File: config.mk
export PLATFORM = sky130hd
export DESIGN_NAME = modem_link_sequencer
export DESIGN_NICKNAME = d
export VERILOG_FILES = /design/src/rtl/core/mls_pkg.sv /design/src/rtl/core/modem_link_sequencer.sv
export SDC_FILE = /design/constraint.sdc
export NUM_CORES = 1
export LEC_CHECK = 0
export BUFFER_PORTS_ARGS = -buffer_cell sky130_fd_sc_hd__buf_2
export CORE_MARGIN = 1
export CORE_UTILIZATION = 50
export CTS_CLUSTER_DIAMETER = 30
export DETAILED_ROUTE_END_ITERATION = 12
export PLACE_DENSITY = 0.66
export SYNTH_ARGS = -nofsm -noshare
export SYNTH_HDL_FRONTEND = slang
export SYNTH_SLANG_ARGS = --single-unit
File: constraint.sdc
create_clock -name clk_i -period 9.6 [get_ports clk_i]
set_input_delay 2.88 -clock clk_i [delete_from_list [all_inputs] [get_ports clk_i]]
set_output_delay 2.88 -clock clk_i [all_outputs]
set_load 0.02 [all_outputs]
File: src/rtl/core/mls_pkg.sv
// Shared types, codes and sizing constants for the modem link sequencer.
package mls_pkg;

  localparam int MaxInitCmds = 16;
  localparam int TimerBits   = 24;

  localparam int InitPosW = $clog2(MaxInitCmds);
  localparam int CntCmpW  = 8;
  localparam int TimeCmpW = 32;

  localparam int NumRegs = 6;
  localparam int AddrW   = 5;

  // register indexes
  typedef enum logic [2:0] {
    REG_INIT_CMD_COUNT = 3'd0,
    REG_REPLY_TIMEOUT  = 3'd1,
    REG_ACK_TIMEOUT    = 3'd2,
    REG_SHORT_BACKOFF  = 3'd3,
    REG_LONG_BACKOFF   = 3'd4,
    REG_BACKOFF_LIMIT  = 3'd5
  } reg_idx_e;

  typedef enum logic [2:0] {
    CMD_REPLY   = 3'd0,
    CMD_TICK    = 3'd1,
    CMD_SEND    = 3'd2,
    CMD_PWRDOWN = 3'd3,
    CMD_RESTART = 3'd4,
    CMD_START   = 3'd5,
    CMD_FRESET  = 3'd6
  } cmd_e;

  typedef enum logic [2:0] {
    MSG_BANNER  = 3'd0,
    MSG_OK      = 3'd1,
    MSG_JOINED  = 3'd2,
    MSG_JFAILED = 3'd3,
    MSG_ACK     = 3'd4,
    MSG_NACK    = 3'd5,
    MSG_ECHO    = 3'd6,
    MSG_OTHER   = 3'd7
  } msg_kind_e;

  typedef enum logic [2:0] {
    ACT_NONE    = 3'd0,
    ACT_INIT    = 3'd1,
    ACT_JOIN    = 3'd2,
    ACT_DATA    = 3'd3,
    ACT_OFF     = 3'd4,
    ACT_ON      = 3'd5,
    ACT_OFF_ON  = 3'd6
  } action_e;

  typedef enum logic [1:0] {
    ACKR_NONE    = 2'd0,
    ACKR_ACKED   = 2'd1,
    ACKR_TIMEOUT = 2'd2
  } ack_report_e;

  // numeric mode codes seen on the result
  localparam logic [3:0] MODE_OFF       = 4'd0;
  localparam logic [3:0] MODE_INIT_OK   = 4'd1;
  localparam logic [3:0] MODE_INIT_ECHO = 4'd2;
  localparam logic [3:0] MODE_JOIN_OK   = 4'd3;
  localparam logic [3:0] MODE_JOIN_ECHO = 4'd4;
  localparam logic [3:0] MODE_JOIN_WAIT = 4'd5;
  localparam logic [3:0] MODE_RESETTING = 4'd6;
  localparam logic [3:0] MODE_IDLE      = 4'd7;
  localparam logic [3:0] MODE_SEND_ECHO = 4'd8;
  localparam logic [3:0] MODE_SEND_OK   = 4'd9;
  localparam logic [3:0] MODE_SEND_ACK  = 4'd10;

  typedef enum logic [10:0] {
    ST_OFF       = 11'b000_0000_0001,
    ST_INIT_OK   = 11'b000_0000_0010,
    ST_INIT_ECHO = 11'b000_0000_0100,
    ST_JOIN_OK   = 11'b000_0000_1000,
    ST_JOIN_ECHO = 11'b000_0001_0000,
    ST_JOIN_WAIT = 11'b000_0010_0000,
    ST_RESETTING = 11'b000_0100_0000,
    ST_IDLE      = 11'b000_1000_0000,
    ST_SEND_ECHO = 11'b001_0000_0000,
    ST_SEND_OK   = 11'b010_0000_0000,
    ST_SEND_ACK  = 11'b100_0000_0000
  } link_state_e;

  function automatic logic [3:0] mode_of(link_state_e s);
    logic [3:0] m;
    case (s)
      ST_OFF:       m = MODE_OFF;
      ST_INIT_OK:   m = MODE_INIT_OK;
      ST_INIT_ECHO: m = MODE_INIT_ECHO;
      ST_JOIN_OK:   m = MODE_JOIN_OK;
      ST_JOIN_ECHO: m = MODE_JOIN_ECHO;
      ST_JOIN_WAIT: m = MODE_JOIN_WAIT;
      ST_RESETTING: m = MODE_RESETTING;
      ST_IDLE:      m = MODE_IDLE;
      ST_SEND_ECHO: m = MODE_SEND_ECHO;
      ST_SEND_OK:   m = MODE_SEND_OK;
      ST_SEND_ACK:  m = MODE_SEND_ACK;
      default:      m = MODE_OFF;
    endcase
    return m;
  endfunction

endpackage

File: src/rtl/core/modem_link_sequencer.sv
// Modem link sequencer: input register, one-pass state update, result register.
//
//  channel  | dir | handshake               | payload
//  ---------+-----+-------------------------+----------------------------------------
//  s_axis   | in  | s_axis_tvalid/tready    | tuser {msg_kind, cmd}, tdata text_send
//  m_axis   | out | m_axis_tvalid/tready    | tdata {connected,mode,accepted,ack,idx,act}
//  apb      | in  | psel/penable/pwrite     | paddr = 4 * register index, pwdata
//
// A beat is held in the input register and is then evaluated combinationally against the
// link state, landing in the result register; one beat per cycle sustained while m_axis
// accepts. Back-pressure on m_axis stalls the evaluation and the input register, after
// which s_axis_tready falls. Reset clears the link state, counters, both valid flags and
// loads the register defaults.
module modem_link_sequencer (
  input  logic                      clk_i,
  input  logic                      rst_ni,
  input  logic                      s_axis_tvalid,
  output logic                      s_axis_tready,
  input  logic [7:0]                s_axis_tdata,   // [0] text_send
  input  logic [5:0]                s_axis_tuser,   // [2:0] cmd, [5:3] msg_kind
  output logic                      m_axis_tvalid,
  input  logic                      m_axis_tready,
  // [2:0] action, [6:3] init_index, [8:7] ack_report, [9] accepted,
  // [13:10] mode, [14] connected
  output logic [15:0]               m_axis_tdata,
  input  logic                      psel,
  input  logic                      penable,
  input  logic                      pwrite,
  input  logic [mls_pkg::AddrW-1:0] paddr,
  input  logic [31:0]               pwdata,
  output logic [31:0]               prdata,
  output logic                      pready
);

  // configuration
  logic [4:0]  init_cmd_count_q;
  logic [23:0] reply_timeout_q, ack_timeout_q, short_backoff_q, long_backoff_q;
  logic [3:0]  backoff_limit_q;
  logic        cfg_wr;
  logic [2:0]  reg_idx;

  assign pready  = 1'b1;
  assign cfg_wr  = psel & penable & pwrite;
  assign reg_idx = paddr[4:2];

  always_ff @(posedge clk_i or negedge rst_ni) begin
    if (!rst_ni) begin
      init_cmd_count_q <= 5'd10;
      reply_timeout_q  <= 24'd15000;
      ack_timeout_q    <= 24'd20000;
      short_backoff_q  <= 24'd10;
      long_backoff_q   <= 24'd900000;
      backoff_limit_q  <= 4'd5;
    end else if (cfg_wr) begin
      case (reg_idx)
        mls_pkg::REG_INIT_CMD_COUNT: init_cmd_count_q <= pwdata[4:0];
        mls_pkg::REG_REPLY_TIMEOUT:  reply_timeout_q  <= pwdata[23:0];
        mls_pkg::REG_ACK_TIMEOUT:    ack_timeout_q    <= pwdata[23:0];
        mls_pkg::REG_SHORT_BACKOFF:  short_backoff_q  <= pwdata[23:0];
        mls_pkg::REG_LONG_BACKOFF:   long_backoff_q   <= pwdata[23:0];
        mls_pkg::REG_BACKOFF_LIMIT:  backoff_limit_q  <= pwdata[3:0];
        default: ;
      endcase
    end
  end

  always_comb begin
    case (reg_idx)
      mls_pkg::REG_INIT_CMD_COUNT: prdata = {27'd0, init_cmd_count_q};
      mls_pkg::REG_REPLY_TIMEOUT:  prdata = {8'd0, reply_timeout_q};
      mls_pkg::REG_ACK_TIMEOUT:    prdata = {8'd0, ack_timeout_q};
      mls_pkg::REG_SHORT_BACKOFF:  prdata = {8'd0, short_backoff_q};
      mls_pkg::REG_LONG_BACKOFF:   prdata = {8'd0, long_backoff_q};
      mls_pkg::REG_BACKOFF_LIMIT:  prdata = {28'd0, backoff_limit_q};
      default:                     prdata = 32'd0;
    endcase
  end

  // input register
  logic       in_valid_q;
  logic [2:0] cmd_q, kind_q;
  logic       text_q;
  logic       out_valid_q;
  logic       adv;

  assign adv           = in_valid_q & (~out_valid_q | m_axis_tready);
  assign s_axis_tready = ~in_valid_q | adv;

  always_ff @(posedge clk_i or negedge rst_ni) begin
    if (!rst_ni) begin
      in_valid_q <= 1'b0;
    end else if (s_axis_tready) begin
      in_valid_q <= s_axis_tvalid;
    end
  end

  always_ff @(posedge clk_i) begin
    if (s_axis_tready && s_axis_tvalid) begin
      cmd_q  <= s_axis_tuser[2:0];
      kind_q <= s_axis_tuser[5:3];
      text_q <= s_axis_tdata[0];
    end
  end

  // link state
  mls_pkg::link_state_e            state_q, state_d;
  logic [mls_pkg::InitPosW-1:0]    pos_q, pos_d;
  logic [mls_pkg::TimerBits-1:0]   elapsed_q, elapsed_d, elapsed_inc;
  logic [3:0]                      rir_q, rir_d;

  logic [2:0]                      act;
  logic [3:0]                      idx;
  logic [1:0]                      ackr;
  logic                            acc;
  logic                            rst_req;
  logic [mls_pkg::CntCmpW-1:0]     eff_cnt, pos_next;
  logic [mls_pkg::TimeCmpW-1:0]    elapsed_ext, backoff_ext;

  assign elapsed_inc = (&elapsed_q) ? elapsed_q : elapsed_q + 1'b1;
  assign elapsed_ext = mls_pkg::TimeCmpW'(elapsed_inc);
  assign backoff_ext = (rir_q >= backoff_limit_q) ? mls_pkg::TimeCmpW'(long_backoff_q)
                                                  : mls_pkg::TimeCmpW'(short_backoff_q);
  assign pos_next    = mls_pkg::CntCmpW'(pos_q) + 1'b1;

  always_comb begin
    eff_cnt = mls_pkg::CntCmpW'(init_cmd_count_q);
    if (init_cmd_count_q == 5'd0) begin
      eff_cnt = mls_pkg::CntCmpW'(1);
    end else if (eff_cnt > mls_pkg::CntCmpW'(mls_pkg::MaxInitCmds)) begin
      eff_cnt = mls_pkg::CntCmpW'(mls_pkg::MaxInitCmds);
    end
  end

  always_comb begin
    state_d   = state_q;
    pos_d     = pos_q;
    elapsed_d = elapsed_q;
    rir_d     = rir_q;
    act       = mls_pkg::ACT_NONE;
    idx       = 4'd0;
    ackr      = mls_pkg::ACKR_NONE;
    acc       = 1'b0;
    rst_req   = 1'b0;

    case (cmd_q)
      mls_pkg::CMD_REPLY: begin
        case (state_q)
          mls_pkg::ST_OFF: begin
            if (kind_q == mls_pkg::MSG_BANNER) begin
              state_d   = mls_pkg::ST_INIT_OK;
              pos_d     = '0;
              act       = mls_pkg::ACT_INIT;
              elapsed_d = '0;
            end
          end
          mls_pkg::ST_INIT_ECHO: begin
            if (kind_q == mls_pkg::MSG_ECHO) state_d = mls_pkg::ST_INIT_OK;
          end
          mls_pkg::ST_INIT_OK: begin
            if (kind_q == mls_pkg::MSG_OK) begin
              elapsed_d = '0;
              if (pos_next >= eff_cnt) begin
                state_d = mls_pkg::ST_JOIN_ECHO;
                act     = mls_pkg::ACT_JOIN;
              end else begin
                pos_d   = pos_q + 1'b1;
                state_d = mls_pkg::ST_INIT_ECHO;
                act     = mls_pkg::ACT_INIT;
                idx     = 4'(pos_next);
              end
            end
          end
          mls_pkg::ST_JOIN_ECHO: begin
            if (kind_q == mls_pkg::MSG_ECHO) state_d = mls_pkg::ST_JOIN_OK;
          end
          mls_pkg::ST_JOIN_OK: begin
            if (kind_q == mls_pkg::MSG_OK) state_d = mls_pkg::ST_JOIN_WAIT;
          end
          mls_pkg::ST_JOIN_WAIT: begin
            if (kind_q == mls_pkg::MSG_JOINED) state_d = mls_pkg::ST_IDLE;
            else if (kind_q == mls_pkg::MSG_JFAILED) rst_req = 1'b1;
          end
          mls_pkg::ST_SEND_ECHO: begin
            if (kind_q == mls_pkg::MSG_ECHO) state_d = mls_pkg::ST_SEND_OK;
          end
          mls_pkg::ST_SEND_OK: begin
            if (kind_q == mls_pkg::MSG_OK) state_d = mls_pkg::ST_SEND_ACK;
          end
          mls_pkg::ST_SEND_ACK: begin
            if (kind_q == mls_pkg::MSG_ACK) begin
              rir_d   = 4'd0;
              ackr    = mls_pkg::ACKR_ACKED;
              state_d = mls_pkg::ST_IDLE;
            end else if (kind_q == mls_pkg::MSG_NACK) begin
              rst_req = 1'b1;
            end
          end
          default: ;
        endcase
      end
      mls_pkg::CMD_TICK: begin
        elapsed_d = elapsed_inc;
        case (state_q)
          mls_pkg::ST_OFF, mls_pkg::ST_IDLE: ;
          mls_pkg::ST_RESETTING: begin
            if (elapsed_ext > backoff_ext) begin
              state_d = mls_pkg::ST_OFF;
              act     = mls_pkg::ACT_ON;
            end
          end
          mls_pkg::ST_SEND_ACK: begin
            if (elapsed_ext > mls_pkg::TimeCmpW'(ack_timeout_q)) begin
              ackr    = mls_pkg::ACKR_TIMEOUT;
              rst_req = 1'b1;
            end
          end
          default: begin
            if (elapsed_ext > mls_pkg::TimeCmpW'(reply_timeout_q)) rst_req = 1'b1;
          end
        endcase
      end
      mls_pkg::CMD_SEND: begin
        if (state_q == mls_pkg::ST_IDLE) begin
          acc       = 1'b1;
          state_d   = text_q ? mls_pkg::ST_SEND_ECHO : mls_pkg::ST_SEND_OK;
          act       = mls_pkg::ACT_DATA;
          elapsed_d = '0;
        end
      end
      mls_pkg::CMD_PWRDOWN: begin
        state_d = mls_pkg::ST_OFF;
        act     = mls_pkg::ACT_OFF;
      end
      mls_pkg::CMD_RESTART: begin
        state_d = mls_pkg::ST_OFF;
        rir_d   = 4'd0;
        act     = mls_pkg::ACT_OFF_ON;
      end
      mls_pkg::CMD_START: begin
        state_d = mls_pkg::ST_OFF;
        act     = mls_pkg::ACT_ON;
      end
      mls_pkg::CMD_FRESET: rst_req = 1'b1;
      default: ;
    endcase

    // a reset request is dropped while one is already running
    if (rst_req && state_q != mls_pkg::ST_RESETTING) begin
      state_d   = mls_pkg::ST_RESETTING;
      elapsed_d = '0;
      act       = mls_pkg::ACT_OFF;
      if (rir_q < backoff_limit_q) rir_d = rir_q + 1'b1;
    end
  end

  always_ff @(posedge clk_i or negedge rst_ni) begin
    if (!rst_ni) begin
      state_q   <= mls_pkg::ST_OFF;
      pos_q     <= '0;
      elapsed_q <= '0;
      rir_q     <= 4'd0;
    end else if (adv) begin
      state_q   <= state_d;
      pos_q     <= pos_d;
      elapsed_q <= elapsed_d;
      rir_q     <= rir_d;
    end
  end

  // result register
  logic [3:0]  mode_d;
  logic        conn_d;
  logic [15:0] res_q;

  assign mode_d = mls_pkg::mode_of(state_d);
  assign conn_d = (mode_d >= mls_pkg::MODE_IDLE) && (mode_d <= mls_pkg::MODE_SEND_ACK);

  always_ff @(posedge clk_i or negedge rst_ni) begin
    if (!rst_ni) begin
      out_valid_q <= 1'b0;
    end else if (~out_valid_q | m_axis_tready) begin
      out_valid_q <= in_valid_q;
    end
  end

  always_ff @(posedge clk_i) begin
    if (adv) begin
      res_q <= {1'b0, conn_d, mode_d, acc, ackr, idx, act};
    end
  end

  assign m_axis_tvalid = out_valid_q;
  assign m_axis_tdata  = res_q;

`ifndef NO_ASSERTIONS
  a_state_onehot: assert property (@(posedge clk_i) disable iff (!rst_ni)
    $onehot(state_q)) else $error("link state not one-hot");

  a_in_hold: assert property (@(posedge clk_i) disable iff (!rst_ni)
    in_valid_q && !adv |=> in_valid_q) else $error("input beat lost under stall");

  a_init_mode: assert property (@(posedge clk_i) disable iff (!rst_ni)
    adv && act == mls_pkg::ACT_INIT |=>
      res_q[13:10] == mls_pkg::MODE_INIT_OK || res_q[13:10] == mls_pkg::MODE_INIT_ECHO)
    else $error("init command without init wait state");

  a_accept_data: assert property (@(posedge clk_i) disable iff (!rst_ni)
    adv && acc |-> act == mls_pkg::ACT_DATA &&
      (state_d == mls_pkg::ST_SEND_ECHO || state_d == mls_pkg::ST_SEND_OK))
    else $error("accepted send without data action");

  a_ack_idle: assert property (@(posedge clk_i) disable iff (!rst_ni)
    adv && ackr == mls_pkg::ACKR_ACKED |=> state_q == mls_pkg::ST_IDLE && rir_q == 4'd0)
    else $error("acknowledge did not return to idle");
`endif

endmodule

==> key figures <==
Outcome
  • Outcome: complete, no violations

Detailed routing
  • Remaining DRCs: 0
  • Via density: 5.88
  • Final WL: 28.6 mm
  • Avg WL per Cell: 18.5 µm
  • Via Count: 9078
  • Routed Antenna Nets: 0
  • DRT iter0 DRCs: 809
  • DRT Pass-1 Iters: 5

Worst setup path
  • Worst reg-to-reg setup slack: 3190 ps
  • WS Path Type: input port to output port
  • Critical Path Source: paddr[2]
  • Maximum fanout along the worst path: 19
  • Worst Path Required: 6720 ps
  • CP endpoint kind: output port
  • Critical Path Source Type: input port
  • RR Endpoint: elapsed_q[11]$_DFFE_PN0P_
  • Worst Setup EP: prdata[11]
  • Reg2Reg Depth: 19
  • Crit path arrival time: 5090 ps
  • Worst reg2reg startpoint: elapsed_q[0]$_DFFE_PN0P_

Synthesis
  • Yosys cell types: 86
  • Ys flop type: dfrtp_1
  • Cell area after synthesis: 0.0112 mm²
  • Yosys warnings: 0
  • Synth Instances: 1192
  • Sequential cell area fraction in the yosys report: 39.9%
  • Post-synth EDFFs: 22
  • Fraction of registers with async set/reset: 87.2%
  • Mean post-synth cell area: 9.36 µm²
  • Yosys reg bits: 172

GRT
  • Initial antenna violation count: 0
  • Pin count of the biggest net entering global routing: 89
  • Overall routing resource usage: 26.3%
  • Total grt overflow: 0
  • Number of global-route vias before repair: 8660
  • First-pass GRT wire length: 46.3 mm

Power and ir drop
  • Pwr/cell area: 183 mW/mm²
  • Worst VDD drop: 0.0925 mV
  • Total power: 2.27 mW
  • Leakage power total: 5.98 nW

Placed design
  • Dpl hpwl: 20.5 mm
  • Routability-driven placement congestion ratio: 0.912
  • Buffers on Ports: 81
  • Area post-placement: 0.0118 mm²
  • Placed insts: 1512

Floorplanning
  • Core area: 0.0218 mm²
  • DIE AREA: 0.0229 mm²
  • Starting Density: 51.1%
  • Die H: 151 µm
  • Die width: 151 µm
  • I/O pins: 109
  • Row count: 54

Final layout
  • Ant. Diodes: 0
  • Final Instance Area: 0.0124 mm²
  • Final net count: 1393
  • Layout cell share with drive strength beyond 1: 20.1%
  • Non-filler cells in the finished layout: 1544
  • P&R area growth vs syn: 11.3%

STA
  • Slew headroom: 27.7%
  • F_max: 126 MHz
  • Crit path time final: 7970 ps
  • Tcrit/Tclk final: 83.0%
  • Setup-failing EPs final: 0
  • Max Clock Skew: 15.2 ps
  • Final Hold Vio Count: 0
  • Max-slew violation count: 0
  • RSZ-0062 raised after global routing: no
  • Setup TNS: 0 ps
  • Worst-Margin Slew: 1080 ps

Clocking
  • CTS Hold Buffers Added: 0
  • Post-CTS Setup Bufs: 0
  • Clk_lat worst skew: 450 ps
  • CTS Sinks: 172
  • CTS root buffer: clkbuf_16
  • H-tree depth: 4
  • TritonCTS Buffers: 17
  • Cts repair resizes: 0
  • CTS tree: yes
  • Max Root-Sink Buffers: 2
  • CTS clock-pin slew for the worst setup and hold paths: 70 ps

Hold path
  • Min-delay worst type: flip-flop to flip-flop

Flow run
  • Max cap viols: 0
-- sequential cells by signal, summed over array words and instances (netlist names) --
register and flops:
state_q 11, reply_timeout_q 24, long_backoff_q 24, kind_q 3
cmd_q 3, backoff_limit_q 4, pos_q 4, m_axis_tvalid 1
in_valid_q 1, m_axis_tdata 15, rir_q 4, text_q 1
init_cmd_count_q 5, elapsed_q 24, ack_timeout_q 24, short_backoff_q 24
-- placed cells by master, fill, tap and decap left out, types with 10 or more instances in the layout --
| cell type | Yosys | layout |
|---|---|---|
| conb_1 | 2 | 10 |
| dfstp_2 | 30 | 30 |
| nor2_1 | 58 | 58 |
| nor4_1 | 11 | 10 |
| nor3_1 | 18 | 14 |
| a22oi_1 | 40 | 40 |
| nand4_1 | 24 | 24 |
| mux2_2 | 60 | 60 |
| buf_2 | 9 | 80 |
| xor2_1 | 14 | 14 |
| xnor2_1 | 19 | 19 |
| mux2i_1 | 31 | 31 |
| o31ai_1 | 10 | 10 |
| ha_1 | 84 | 84 |
| and3_1 | 11 | 11 |
| dfrtp_1 | 120 | 120 |
| a21oi_1 | 41 | 41 |
| o21ai_0 | 83 | 83 |
| inv_1 | 71 | 71 |
| nand3_1 | 35 | 35 |
| buf_4 | 11 | 10 |
| nand2_1 | 187 | 187 |
| edfxtp_1 | 22 | 22 |
| nand2b_1 | 34 | 34 |
| clkbuf_16 | 0 | 17 |
-- metrics by stage --
stage / setup WS, ps / utilization (%) / hold slack (ps)
floorplan: 2010 / - / 457
detailed placement: 1680 / 54.1 / 492
global placement: 1670 / 54.1 / 481
CTS: 1680 / 56.9 / 502
global route: 1440 / 56.9 / 536
finish: 1630 / 56.9 / 497
-- kinds of logic after synthesis --
| group | synth area share [%] |
|---|---|
| and+or+nand+nor | 19.1 |
| xor gates and xnor gates | 2.59 |
| adders and majority gates | 9.42 |
| other | 0.0673 |
| muxes | 9.24 |
| buffers and inverters | 4.94 |
| AOI/OAI and AO/OA | 14.7 |
| DFF | 39.9 |
-- synth_stat cells (all sizes together) (6+ instances only) --
master | count | area [µm²]
nand2 | 187 | 702
dfrtp | 120 | 3000
o21ai | 87 | 435
ha | 84 | 1050
inv | 71 | 267
mux2 | 60 | 676
nor2 | 59 | 224
a21oi | 46 | 257
a22oi | 41 | 313
clkbuf | 37 | 139
nand3 | 35 | 175
nand2b | 34 | 213
mux2i | 31 | 310
dfstp | 30 | 788
nand4 | 26 | 184
buf | 22 | 143
edfxtp | 22 | 661
nor3 | 21 | 133
xnor2 | 19 | 166
xor2 | 14 | 123
nor4 | 13 | 93.8
and3 | 11 | 68.8
o31ai | 10 | 75.1
a21o | 7 | 60.1
a31oi | 7 | 50.1
o22ai | 7 | 50.1
and2 | 6 | 38.8
o21a | 6 | 45.0
-- report_power, final --
group          switching [mW]  internal (mW)
registers              0.0840          0.868
logic                   0.339          0.232
clock network           0.311          0.433
total                   0.734           1.53
-- final cells by class --
type | instances | area (µm²)
Timing Repair Buffer | 91 | 487
Inverter | 72 | 270
Multi-Input combinational cell | 897 | 6240
Tap cell | 280 | 350
Clock inverter | 12 | 156
Sequential cell | 172 | 4450
Fill cell | 1968 | 9400
Clock buffer | 20 | 467
-- metal layers --
layer / GRT usage [%] / part of all wire [%] / vias up / routed length (µm)
met3: 3.98 / 5.5 / 26 / 1560
met4: 6.95 / 1.2 / 0 / 346
met1: 38.7 / 49 / 4388 / 14100
met5: 0 / 0 / - / 0
met2: 40.0 / 44 / 290 / 12600
li1: - / - / 4374 / -
-- worst min path at each step --
stage,startpoint,end,slack (ps),cells past startpoint
after CTS,in_valid_q$_DFFE_PN0N_,m_axis_tvalid$_DFFE_PN0P_,500,1
after global placement,in_valid_q$_DFFE_PN0N_,m_axis_tvalid$_DFFE_PN0P_,480,1
after detailed placement,in_valid_q$_DFFE_PN0N_,m_axis_tvalid$_DFFE_PN0P_,490,1
after global routing,pos_q[1]$_DFFE_PN0P_,pos_q[1]$_DFFE_PN0P_,540,2
final,rir_q[2]$_DFFE_PN0P_,rir_q[2]$_DFFE_PN0P_,500,1
after floorplan,in_valid_q$_DFFE_PN0N_,m_axis_tvalid$_DFFE_PN0P_,460,1
-- worst max-delay path, cell delays in order --
cell	delay (ps)
buf_2	340
clkinv_1	340
nor3_4	920
a22oi_1	200
nand2_1	190
buf_2	190
No activity file was read; power rests on OpenSTA's default activity.
